File: config.mk
export PLATFORM = sky130hd
export DESIGN_NAME = square_wave_sweep_generator
export DESIGN_NICKNAME = d
export VERILOG_FILES = /design/src/rtl/swg_pkg.sv /design/src/rtl/swg_alu.sv /design/src/rtl/swg_seq.sv /design/src/rtl/square_wave_sweep_generator.sv
export SDC_FILE = /design/constraint.sdc
export NUM_CORES = 2
export LEC_CHECK = 0
export ABC_AREA = 1
export BUFFER_PORTS_ARGS = -buffer_cell sky130_fd_sc_hd__buf_2
export CAP_MARGIN = 20
export CORE_MARGIN = 3
export CORE_UTILIZATION = 58
export DETAILED_ROUTE_END_ITERATION = 8
export GPL_ROUTABILITY_DRIVEN = 1
export PLACE_DENSITY = 0.78
export RECOVER_POWER = 100
export SLEW_MARGIN = 40
export SYNTH_ARGS = -nofsm -noshare
export SYNTH_HDL_FRONTEND = slang
export SYNTH_SLANG_ARGS = --single-unit
File: constraint.sdc
create_clock -name clk -period 7.8 [get_ports clk]
set_input_delay 1.95 -clock clk [delete_from_list [all_inputs] [get_ports clk]]
set_output_delay 1.95 -clock clk [all_outputs]
set_load 0.01 [all_outputs]
File: src/rtl/swg_pkg.sv
// shared types and constants for the square-wave sweep generator
package swg_pkg;

  localparam int unsigned WORD_W = 32;
  localparam int unsigned STEP_W = 6;

  // iteration counts for the shared unit
  localparam logic [STEP_W-1:0] STEPS_WORD = 6'd32;
  localparam logic [STEP_W-1:0] STEPS_DUTY = 6'd7;

  localparam logic [WORD_W-1:0] DUTY_SCALE = 32'd100;

  // x / 100 == (x * RECIP_100) >> RECIP_SHIFT for every x below 2**23
  localparam logic [23:0]  RECIP_100   = 24'd10737419;
  localparam int unsigned  RECIP_SHIFT = 30;

  localparam logic [15:0] MAX_AMP_RST = 16'd1024;
  localparam logic [15:0] BIAS_RST    = 16'd2048;

  // configuration register indexes
  localparam logic REG_MAX_AMP = 1'b0;
  localparam logic REG_BIAS    = 1'b1;

  // item function codes
  localparam logic FUNC_NOTE = 1'b0;
  localparam logic FUNC_TICK = 1'b1;

  typedef enum logic {
    ALU_MUL = 1'b0,
    ALU_DIV = 1'b1
  } alu_op_t;

  typedef struct packed {
    logic              start;
    alu_op_t           op;
    logic [WORD_W-1:0] a;
    logic [WORD_W-1:0] b;
    logic [STEP_W-1:0] steps;
  } alu_req_t;

  typedef struct packed {
    logic              done;
    logic [WORD_W-1:0] result;
  } alu_rsp_t;

  typedef struct packed {
    logic        valid;
    logic [15:0] data;
  } push_t;

  typedef enum logic [3:0] {
    ST_IDLE = 4'b0001,
    ST_MUL  = 4'b0010,
    ST_DIV  = 4'b0100,
    ST_PUSH = 4'b1000
  } seq_state_t;

  typedef enum logic [2:0] {
    JOB_PER = 3'b001,
    JOB_HI  = 3'b010,
    JOB_AMP = 3'b100
  } job_t;

endpackage

File: src/rtl/swg_alu.sv
// shared bit-serial unit: shift-add multiply and restoring divide
module swg_alu (
  input  logic             clk,
  input  logic             rst,
  input  swg_pkg::alu_req_t req,
  output swg_pkg::alu_rsp_t rsp
);
  import swg_pkg::*;

  logic [WORD_W-1:0] acc;
  logic [WORD_W-1:0] x;
  logic [WORD_W-1:0] y;
  logic [STEP_W-1:0] cnt;
  alu_op_t           op;
  logic              running;
  logic              done;

  logic [WORD_W:0] shifted;
  logic [WORD_W:0] opnd_l;
  logic [WORD_W:0] opnd_r;
  logic            cin;
  logic [WORD_W:0] sum;

  // one adder serves both: acc + x for multiply, shifted - y for divide
  always_comb begin
    shifted = {acc, x[WORD_W-1]};
    if (op == ALU_DIV) begin
      opnd_l = shifted;
      opnd_r = ~{1'b0, y};
      cin    = 1'b1;
    end else begin
      opnd_l = {1'b0, acc};
      opnd_r = {1'b0, x};
      cin    = 1'b0;
    end
    sum = opnd_l + opnd_r + {{WORD_W{1'b0}}, cin};
  end

  always_ff @(posedge clk) begin
    if (rst) begin
      running <= 1'b0;
      done    <= 1'b0;
      cnt     <= '0;
    end else begin
      done <= 1'b0;
      if (req.start) begin
        running <= 1'b1;
        cnt     <= req.steps - 6'd1;
      end else if (running) begin
        cnt <= cnt - 6'd1;
        if (cnt == '0) begin
          running <= 1'b0;
          done    <= 1'b1;
        end
      end
    end
  end

  always_ff @(posedge clk) begin
    if (req.start) begin
      acc <= '0;
      x   <= req.a;
      y   <= req.b;
      op  <= req.op;
    end else if (running) begin
      if (op == ALU_MUL) begin
        if (y[0]) begin
          acc <= sum[WORD_W-1:0];
        end
        x <= {x[WORD_W-2:0], 1'b0};
        y <= {1'b0, y[WORD_W-1:1]};
      end else begin
        // no borrow means the trial subtract fits
        if (!sum[WORD_W]) begin
          acc <= sum[WORD_W-1:0];
          x   <= {x[WORD_W-2:0], 1'b1};
        end else begin
          acc <= shifted[WORD_W-1:0];
          x   <= {x[WORD_W-2:0], 1'b0};
        end
      end
    end
  end

  assign rsp.done   = done;
  assign rsp.result = (op == ALU_DIV) ? x : acc;

endmodule

File: src/rtl/swg_seq.sv
// tone state and the sequencer that drives the shared unit
module swg_seq (
  input  logic              clk,
  input  logic              rst,
  input  logic              item_valid,
  output logic              item_ready,
  input  logic              func,
  input  logic [15:0]       start_period,
  input  logic [15:0]       end_period,
  input  logic [3:0]        octave,
  input  logic [6:0]        duty_percent,
  input  logic [15:0]       note_length,
  input  logic [15:0]       start_level,
  input  logic [15:0]       end_level,
  input  logic [15:0]       amp_limit,
  input  logic [15:0]       bias_level,
  output swg_pkg::push_t    push,
  input  logic              push_ready,
  output swg_pkg::alu_req_t alu_req,
  input  swg_pkg::alu_rsp_t alu_rsp
);
  import swg_pkg::*;

  seq_state_t state;
  job_t       job;
  logic       kick;
  logic       from_tick;

  logic [15:0] cur_start_period;
  logic [15:0] cur_end_period;
  logic [6:0]  cur_duty;
  logic [15:0] cur_length;
  logic [15:0] cur_start_amp;
  logic [15:0] cur_end_amp;
  logic [15:0] half_width;
  logic [15:0] cur_amp;
  logic        level_high;
  logic [15:0] phase_count;
  logic [31:0] progress;

  logic [15:0] p_reg;
  logic [31:0] mag;
  logic        neg;
  logic [15:0] sample_reg;

  logic        accept;
  logic [15:0] sp_sh;
  logic [15:0] ep_sh;
  logic [15:0] sa_cl;
  logic [15:0] ea_cl;
  logic [15:0] pc_inc;
  logic        half_edge;
  logic [15:0] sample_val;
  logic [15:0] len_div;
  logic [15:0] sweep_a;
  logic [15:0] sweep_b;
  logic [31:0] diff;
  logic [31:0] prod;
  logic [31:0] prod_mag;
  logic [15:0] quot16;
  logic [15:0] q16;
  logic [15:0] swept;
  logic [46:0] hi_scaled;
  logic [15:0] hi_q;
  logic [15:0] hw_new;

  assign item_ready = (state == ST_IDLE);
  assign accept     = item_valid && item_ready;

  always_comb begin
    sp_sh      = start_period >> octave;
    ep_sh      = end_period >> octave;
    sa_cl      = (start_level > amp_limit) ? amp_limit : start_level;
    ea_cl      = (end_level > amp_limit) ? amp_limit : end_level;
    pc_inc     = phase_count + 16'd1;
    half_edge  = (pc_inc >= half_width);
    sample_val = (level_high ? cur_amp : 16'd0) + bias_level - {1'b0, cur_amp[15:1]};
    len_div    = (cur_length == 16'd0) ? 16'd1 : cur_length;
    sweep_a    = (job == JOB_AMP) ? cur_start_amp : cur_start_period;
    sweep_b    = (job == JOB_AMP) ? cur_end_amp : cur_end_period;
    diff       = {16'd0, sweep_b} - {16'd0, sweep_a};
    prod       = alu_rsp.result;
    prod_mag   = prod[31] ? (~prod + 32'd1) : prod;
    quot16     = alu_rsp.result[15:0];
    // quotient sign restored here, division truncates toward zero
    q16        = neg ? (~quot16 + 16'd1) : quot16;
    swept      = sweep_a + q16;
    // period times duty stays below 2**23, so the reciprocal is exact
    hi_scaled  = 47'(prod[22:0]) * 47'(RECIP_100);
    hi_q       = hi_scaled[RECIP_SHIFT+15:RECIP_SHIFT];
    hw_new     = (!from_tick || level_high) ? hi_q : (p_reg - hi_q);
  end

  always_comb begin
    alu_req.start = kick;
    if (state == ST_DIV) begin
      alu_req.op    = ALU_DIV;
      alu_req.a     = mag;
      alu_req.b     = {16'd0, len_div};
      alu_req.steps = STEPS_WORD;
    end else if (job == JOB_HI) begin
      alu_req.op    = ALU_MUL;
      alu_req.a     = {16'd0, p_reg};
      alu_req.b     = {25'd0, cur_duty};
      alu_req.steps = STEPS_DUTY;
    end else begin
      alu_req.op    = ALU_MUL;
      alu_req.a     = diff;
      alu_req.b     = progress;
      alu_req.steps = STEPS_WORD;
    end
  end

  assign push.valid = (state == ST_PUSH);
  assign push.data  = sample_reg;

  always_ff @(posedge clk) begin
    if (rst) begin
      state            <= ST_IDLE;
      job              <= JOB_PER;
      kick             <= 1'b0;
      from_tick        <= 1'b0;
      cur_start_period <= '0;
      cur_end_period   <= '0;
      cur_duty         <= '0;
      cur_length       <= '0;
      cur_start_amp    <= '0;
      cur_end_amp      <= '0;
      half_width       <= '0;
      cur_amp          <= '0;
      level_high       <= 1'b0;
      phase_count      <= '0;
      progress         <= '0;
    end else begin
      kick <= 1'b0;
      unique case (state)
        ST_IDLE: begin
          if (accept) begin
            if (func == FUNC_NOTE) begin
              cur_start_period <= sp_sh;
              cur_end_period   <= ep_sh;
              cur_duty         <= duty_percent;
              cur_length       <= (note_length == 16'd0) ? 16'd1 : note_length;
              cur_start_amp    <= sa_cl;
              cur_end_amp      <= ea_cl;
              progress         <= '0;
              // a note that continues the last period keeps the running tone
              if (sp_sh != cur_end_period) begin
                cur_amp     <= sa_cl;
                level_high  <= ~level_high;
                phase_count <= '0;
                job         <= JOB_HI;
                from_tick   <= 1'b0;
                state       <= ST_MUL;
                kick        <= 1'b1;
              end
            end else begin
              progress <= progress + 32'd1;
              if (half_edge) begin
                phase_count <= '0;
                level_high  <= ~level_high;
                job         <= JOB_PER;
                from_tick   <= 1'b1;
                state       <= ST_MUL;
                kick        <= 1'b1;
              end else begin
                phase_count <= pc_inc;
                state       <= ST_PUSH;
              end
            end
          end
        end
        ST_MUL: begin
          if (alu_rsp.done) begin
            if (job == JOB_HI) begin
              // duty split needs only the multiply
              half_width <= hw_new;
              if (from_tick) begin
                job  <= JOB_AMP;
                kick <= 1'b1;
              end else begin
                state <= ST_IDLE;
              end
            end else begin
              state <= ST_DIV;
              kick  <= 1'b1;
            end
          end
        end
        ST_DIV: begin
          if (alu_rsp.done) begin
            unique case (job)
              JOB_PER: begin
                job   <= JOB_HI;
                state <= ST_MUL;
                kick  <= 1'b1;
              end
              JOB_AMP: begin
                cur_amp <= swept;
                state   <= ST_PUSH;
              end
              default: begin
                state <= ST_IDLE;
              end
            endcase
          end
        end
        ST_PUSH: begin
          if (push_ready) begin
            state <= ST_IDLE;
          end
        end
        default: begin
          state <= ST_IDLE;
        end
      endcase
    end
  end

  always_ff @(posedge clk) begin
    if (accept) begin
      sample_reg <= sample_val;
      if (func == FUNC_NOTE) begin
        p_reg <= sp_sh;
      end
    end
    if ((state == ST_MUL) && alu_rsp.done) begin
      mag <= prod_mag;
      neg <= prod[31];
    end
    if ((state == ST_DIV) && alu_rsp.done && (job == JOB_PER)) begin
      p_reg <= swept;
    end
  end

endmodule

File: src/rtl/square_wave_sweep_generator.sv
// square-wave tone generator top level: config registers, output register
// A note beat (func 0) loads a new sweep and gives no sample; a tick beat
// (func 1) gives one sample, computed from the state as it stood when the
// beat was taken. A tick that does not reach a half-period edge goes
// straight to the output register; one that does runs the period sweep and
// the amplitude sweep as 32-step multiply/divide pairs and the duty split as
// a 7-step multiply, all on a single shift-add/subtract unit that resolves
// one bit per cycle. A note needs no arithmetic when its start period
// matches the previous end period, otherwise it runs the duty split. No new
// beat is taken until the current one is done. A finished sample waits in
// the output register without holding up the next beat; a tick whose sample
// finds that register still full waits until it drains.
module square_wave_sweep_generator (
  input  logic        clk,
  input  logic        rst,
  input  logic        cfg_write,
  input  logic        cfg_index,
  input  logic [15:0] cfg_data,
  input  logic        item_valid,
  output logic        item_ready,
  input  logic        func,
  input  logic [15:0] start_period,
  input  logic [15:0] end_period,
  input  logic [3:0]  octave,
  input  logic [6:0]  duty_percent,
  input  logic [15:0] note_length,
  input  logic [15:0] start_level,
  input  logic [15:0] end_level,
  output logic        sample_valid,
  input  logic        sample_ready,
  output logic [15:0] sample_out
);
  import swg_pkg::*;

  logic [15:0] amp_limit;
  logic [15:0] bias_level;
  push_t       push;
  logic        push_ready;
  alu_req_t    alu_req;
  alu_rsp_t    alu_rsp;

  always_ff @(posedge clk) begin
    if (rst) begin
      amp_limit  <= MAX_AMP_RST;
      bias_level <= BIAS_RST;
    end else if (cfg_write) begin
      unique case (cfg_index)
        REG_MAX_AMP: amp_limit  <= cfg_data;
        REG_BIAS:    bias_level <= cfg_data;
        default:     amp_limit  <= amp_limit;
      endcase
    end
  end

  // output register frees the sequencer as soon as it is empty or draining
  assign push_ready = !sample_valid || sample_ready;

  always_ff @(posedge clk) begin
    if (rst) begin
      sample_valid <= 1'b0;
    end else if (push.valid && push_ready) begin
      sample_valid <= 1'b1;
    end else if (sample_ready) begin
      sample_valid <= 1'b0;
    end
  end

  always_ff @(posedge clk) begin
    if (push.valid && push_ready) begin
      sample_out <= push.data;
    end
  end

  swg_seq u_seq (
    .clk          (clk),
    .rst          (rst),
    .item_valid   (item_valid),
    .item_ready   (item_ready),
    .func         (func),
    .start_period (start_period),
    .end_period   (end_period),
    .octave       (octave),
    .duty_percent (duty_percent),
    .note_length  (note_length),
    .start_level  (start_level),
    .end_level    (end_level),
    .amp_limit    (amp_limit),
    .bias_level   (bias_level),
    .push         (push),
    .push_ready   (push_ready),
    .alu_req      (alu_req),
    .alu_rsp      (alu_rsp)
  );

  swg_alu u_alu (
    .clk (clk),
    .rst (rst),
    .req (alu_req),
    .rsp (alu_rsp)
  );

endmodule

==> flow_metrics.env <==
export IMPL_status="finished, violations left"
export IMPL_violations="max-capacitance violations, max-slew violations"
export IMPL_synthDistinctLibCells=65
export IMPL_worst_ep_required_time_ns=8.35
export IMPL_maxCapViolations=5
export IMPL_critPathKind="register to register"
export IMPL_post_route_period_util_pct=99.8
export IMPL_synthTopCellsByArea="dfxtp_1 14%, ha_1 13%, edfxtp_1 12%"
export IMPL_cts_made_buffers=45
export IMPL_yosys_top_cells_count="1017 x nand2_1, 809 x inv_1, 443 x nor2_1"
export IMPL_core_rowCount=91
export IMPL_wl_per_cell_um=19.3
export IMPL_rsz0062_at_grt="true"
export IMPL_drc=0
export IMPL_setup_viol=0
export IMPL_drt_iter0_markers=3398
export IMPL_dpl_hpwl_mm=93.3
export IMPL_final_layout_size_suffix_gt1_share_pct=15.9
export IMPL_holdBufCountCts=0
export IMPL_ys_ff_latch=396
export IMPL_synth_async_reset_ratio_pct=0
export IMPL_grt_pass1_wl_mm=179
export IMPL_slew_headroom_pct=-113
export IMPL_synth_edf_count=146
export IMPL_cpLargestDelayFamily="adder cells"
export IMPL_io_pins=132
export IMPL_path_depth=39
export IMPL_syn_to_final_growth_pct=17.2
export IMPL_timing_rr_end="u_seq.half_width[10]"
export IMPL_firstDrtPassIters=6
export IMPL_detail_route_antenna_nets=0
export IMPL_reg2reg_depth=39
export IMPL_netlist_area_sq_mm=0.0363
export IMPL_cp_arrival_ns=8.33
export IMPL_initial_core_util_pct=58.7
export IMPL_cts_root_buf="clkbuf_16"
export IMPL_hold_violations=0
export IMPL_period_minus_slack_ns=7.79
export IMPL_grt_ovfl_total=0
export IMPL_yosys_warnings=0
export IMPL_syn_nets=5588
export IMPL_grt_pass1_vias=32600
export IMPL_crit_start="u_alu.op"
export IMPL_critPathMaxStageDelay_ns=0.55
export IMPL_min_path_type="register to register"
export IMPL_dr_total_vias=34500
export IMPL_routed_wl_mm=117
export IMPL_cts_tree="yes"
export IMPL_h_tree_depth=2
export IMPL_synth_most_common_cell="nand2_1"
export IMPL_cp_endpoint="u_seq.half_width[10]"
export IMPL_vias_per_cell=5.69
export IMPL_synth_top_area_share_pct=13.8
export IMPL_cp_slowest_cell="fa_1"
export IMPL_place_congestion=1.06
export IMPL_port_buffers=131
export IMPL_rrSetupSlack_ns=0.01
export IMPL_syn_inst=4871
export IMPL_grt_usage_pct=34.5
export IMPL_dieArea_sq_mm=0.0656
export IMPL_avgSynthCellArea_sq_um=7.45
export IMPL_clockBufferDepth=3
export IMPL_dp_cells=5945
export IMPL_path_max_fanout=5
export IMPL_yosysSeqAreaShare_pct=25.9
export IMPL_clk_pin_slew_ns=0.07
export IMPL_worst_r2r_startpoint="u_alu.op"
export IMPL_clock_sinks=396
export IMPL_synth_area_leader_cell="dfxtp_1"
export IMPL_worstMarginPinSlew_ns=3.20
export IMPL_die_h_um=256
export IMPL_clkLatencyLatePin_ns=0.62
export IMPL_antenna_found_initial=1
export IMPL_insertedDiodeCount=0
export IMPL_tns_ns=0
export IMPL_drv_slew=279
export IMPL_synthFlopType="dfxtp_1"
export IMPL_fin_nets=5912
export IMPL_die_w_um=256
export IMPL_clock_fmax_ghz=0.128
export IMPL_grt_max_degree=73
export IMPL_worstPathBufferInverterCount=10
export IMPL_crit_path_end_kind="register"
export IMPL_finClkSkew_ns=0.0660
export IMPL_coreArea_sq_mm=0.0618
export IMPL_start_kind="register"
export IMPL_final_cells=6069
[cells in the final DEF (no fill, tap or decap), drive strengths merged, types with 3 or more instances in the layout]
cell / Yosys / final
nand2: 1023 / 1023
inv: 820 / 826
nor2: 447 / 447
o21ai: 423 / 423
buf: 51 / 422
ha: 390 / 390
a21oi: 320 / 320
dfxtp: 250 / 250
fa: 213 / 213
nand3: 192 / 192
edfxtp: 146 / 146
xor2: 94 / 94
clkbuf: 102 / 69
nor3: 54 / 54
a31oi: 41 / 41
nand4: 35 / 35
o211ai: 33 / 33
xnor2: 29 / 29
o22ai: 24 / 24
o21bai: 23 / 23
nor4: 23 / 23
or2: 21 / 21
clkinv: 5 / 18
a221oi: 15 / 15
a22o: 13 / 13
a22oi: 11 / 11
a32o: 10 / 10
a41oi: 10 / 10
a211oi: 7 / 7
o21a: 6 / 6
o221ai: 6 / 6
a21boi: 5 / 5
nand3b: 4 / 4
a21o: 4 / 4
mux2i: 4 / 4
o31ai: 3 / 3
bufinv: 0 / 3
nor3b: 3 / 3
[per-layer routing]
| metal | track usage (%) | routed length (um) | vias up |
|---|---|---|---|
| li1 | - | - | 16500 |
| met1 | 45.6 | 47900 | 16200 |
| met2 | 55.8 | 53500 | 1498 |
| met3 | 6.38 | 9830 | 327 |
| met4 | 14.7 | 5800 | 2 |
| met5 | 0 | 13 | - |
[worst reg2reg max path: cells and delay by family (launching register included)]
family / cells / cell delay (ns)
XOR/XNOR: 2 / 0.39
adder cells (fa/ha/maj): 10 / 4.17
AND/OR/NAND/NOR: 10 / 0.75
buffers and inverters: 10 / 1.06
flip-flops: 1 / 0.42
AO/OA/AOI/OAI: 7 / 0.95
[final cells by class]
type | count | area [sq um]
Timing Repair Buffer | 430 | 3010
Tap cell | 837 | 1050
Clock inverter | 23 | 275
Fill cell | 5197 | 19300
Sequential cell | 396 | 9390
Clock buffer | 61 | 1270
Multi-Input combinational cell | 3497 | 24400
Inverter | 825 | 3120
[timing repair]
action,4_1_cts,5_1_grt
pin swaps,45,154
resized for setup,72,243
setup endpoints to repair,11,12
gates cloned,1,2
setup buffers,11,28
[how the worst min path moves through the flow]
stage | from | to | slack, ns | cells past startpoint
finish | u_seq.sample_reg[11] | sample_out[11] | 0.42 | 0
global route | u_seq.sample_reg[11] | sample_out[11] | 0.42 | 0
CTS | u_seq.sample_reg[11] | sample_out[11] | 0.42 | 0
detailed placement | u_seq.sample_reg[8] | sample_out[8] | 0.41 | 0
global placement | u_seq.sample_reg[4] | sample_out[4] | 0.40 | 0
floorplan | u_seq.sample_reg[0] | sample_out[0] | 0.40 | 0
[through the flow]
stage / util, % / hold slack (ns) / instance area, sq um / setup WS (ns)
final: 68.8 / 0.420 / 42500 / 0.0138
after CTS: 67.0 / 0.421 / 41400 / 0.00617
after global routing: 68.8 / 0.421 / 42500 / -0.259
after detailed placement: 63.8 / 0.406 / 39500 / -0.195
after floorplan: - / 0.400 / 36400 / 0.00949
after global placement: 63.8 / 0.403 / 39400 / -0.0408
[cells by family (layout without fill, tap and decap cells)]
family | Yosys count | after routing | synth area share [%]
AO/OA/AOI/OAI | 962 | 962 | 15.0
XOR/XNOR | 123 | 123 | 2.97
adder cells (fa/ha/maj) | 603 | 603 | 25.2
buffers and inverters | 978 | 1339 | 10.4
flip-flops | 396 | 396 | 25.9
multiplexers | 4 | 4 | 0.110
AND/OR/NAND/NOR | 1805 | 1805 | 20.5
Power is left out: the tool's default activity adds up to more than one toggle a clock period on the data nets, which glitch-free logic cannot reach.
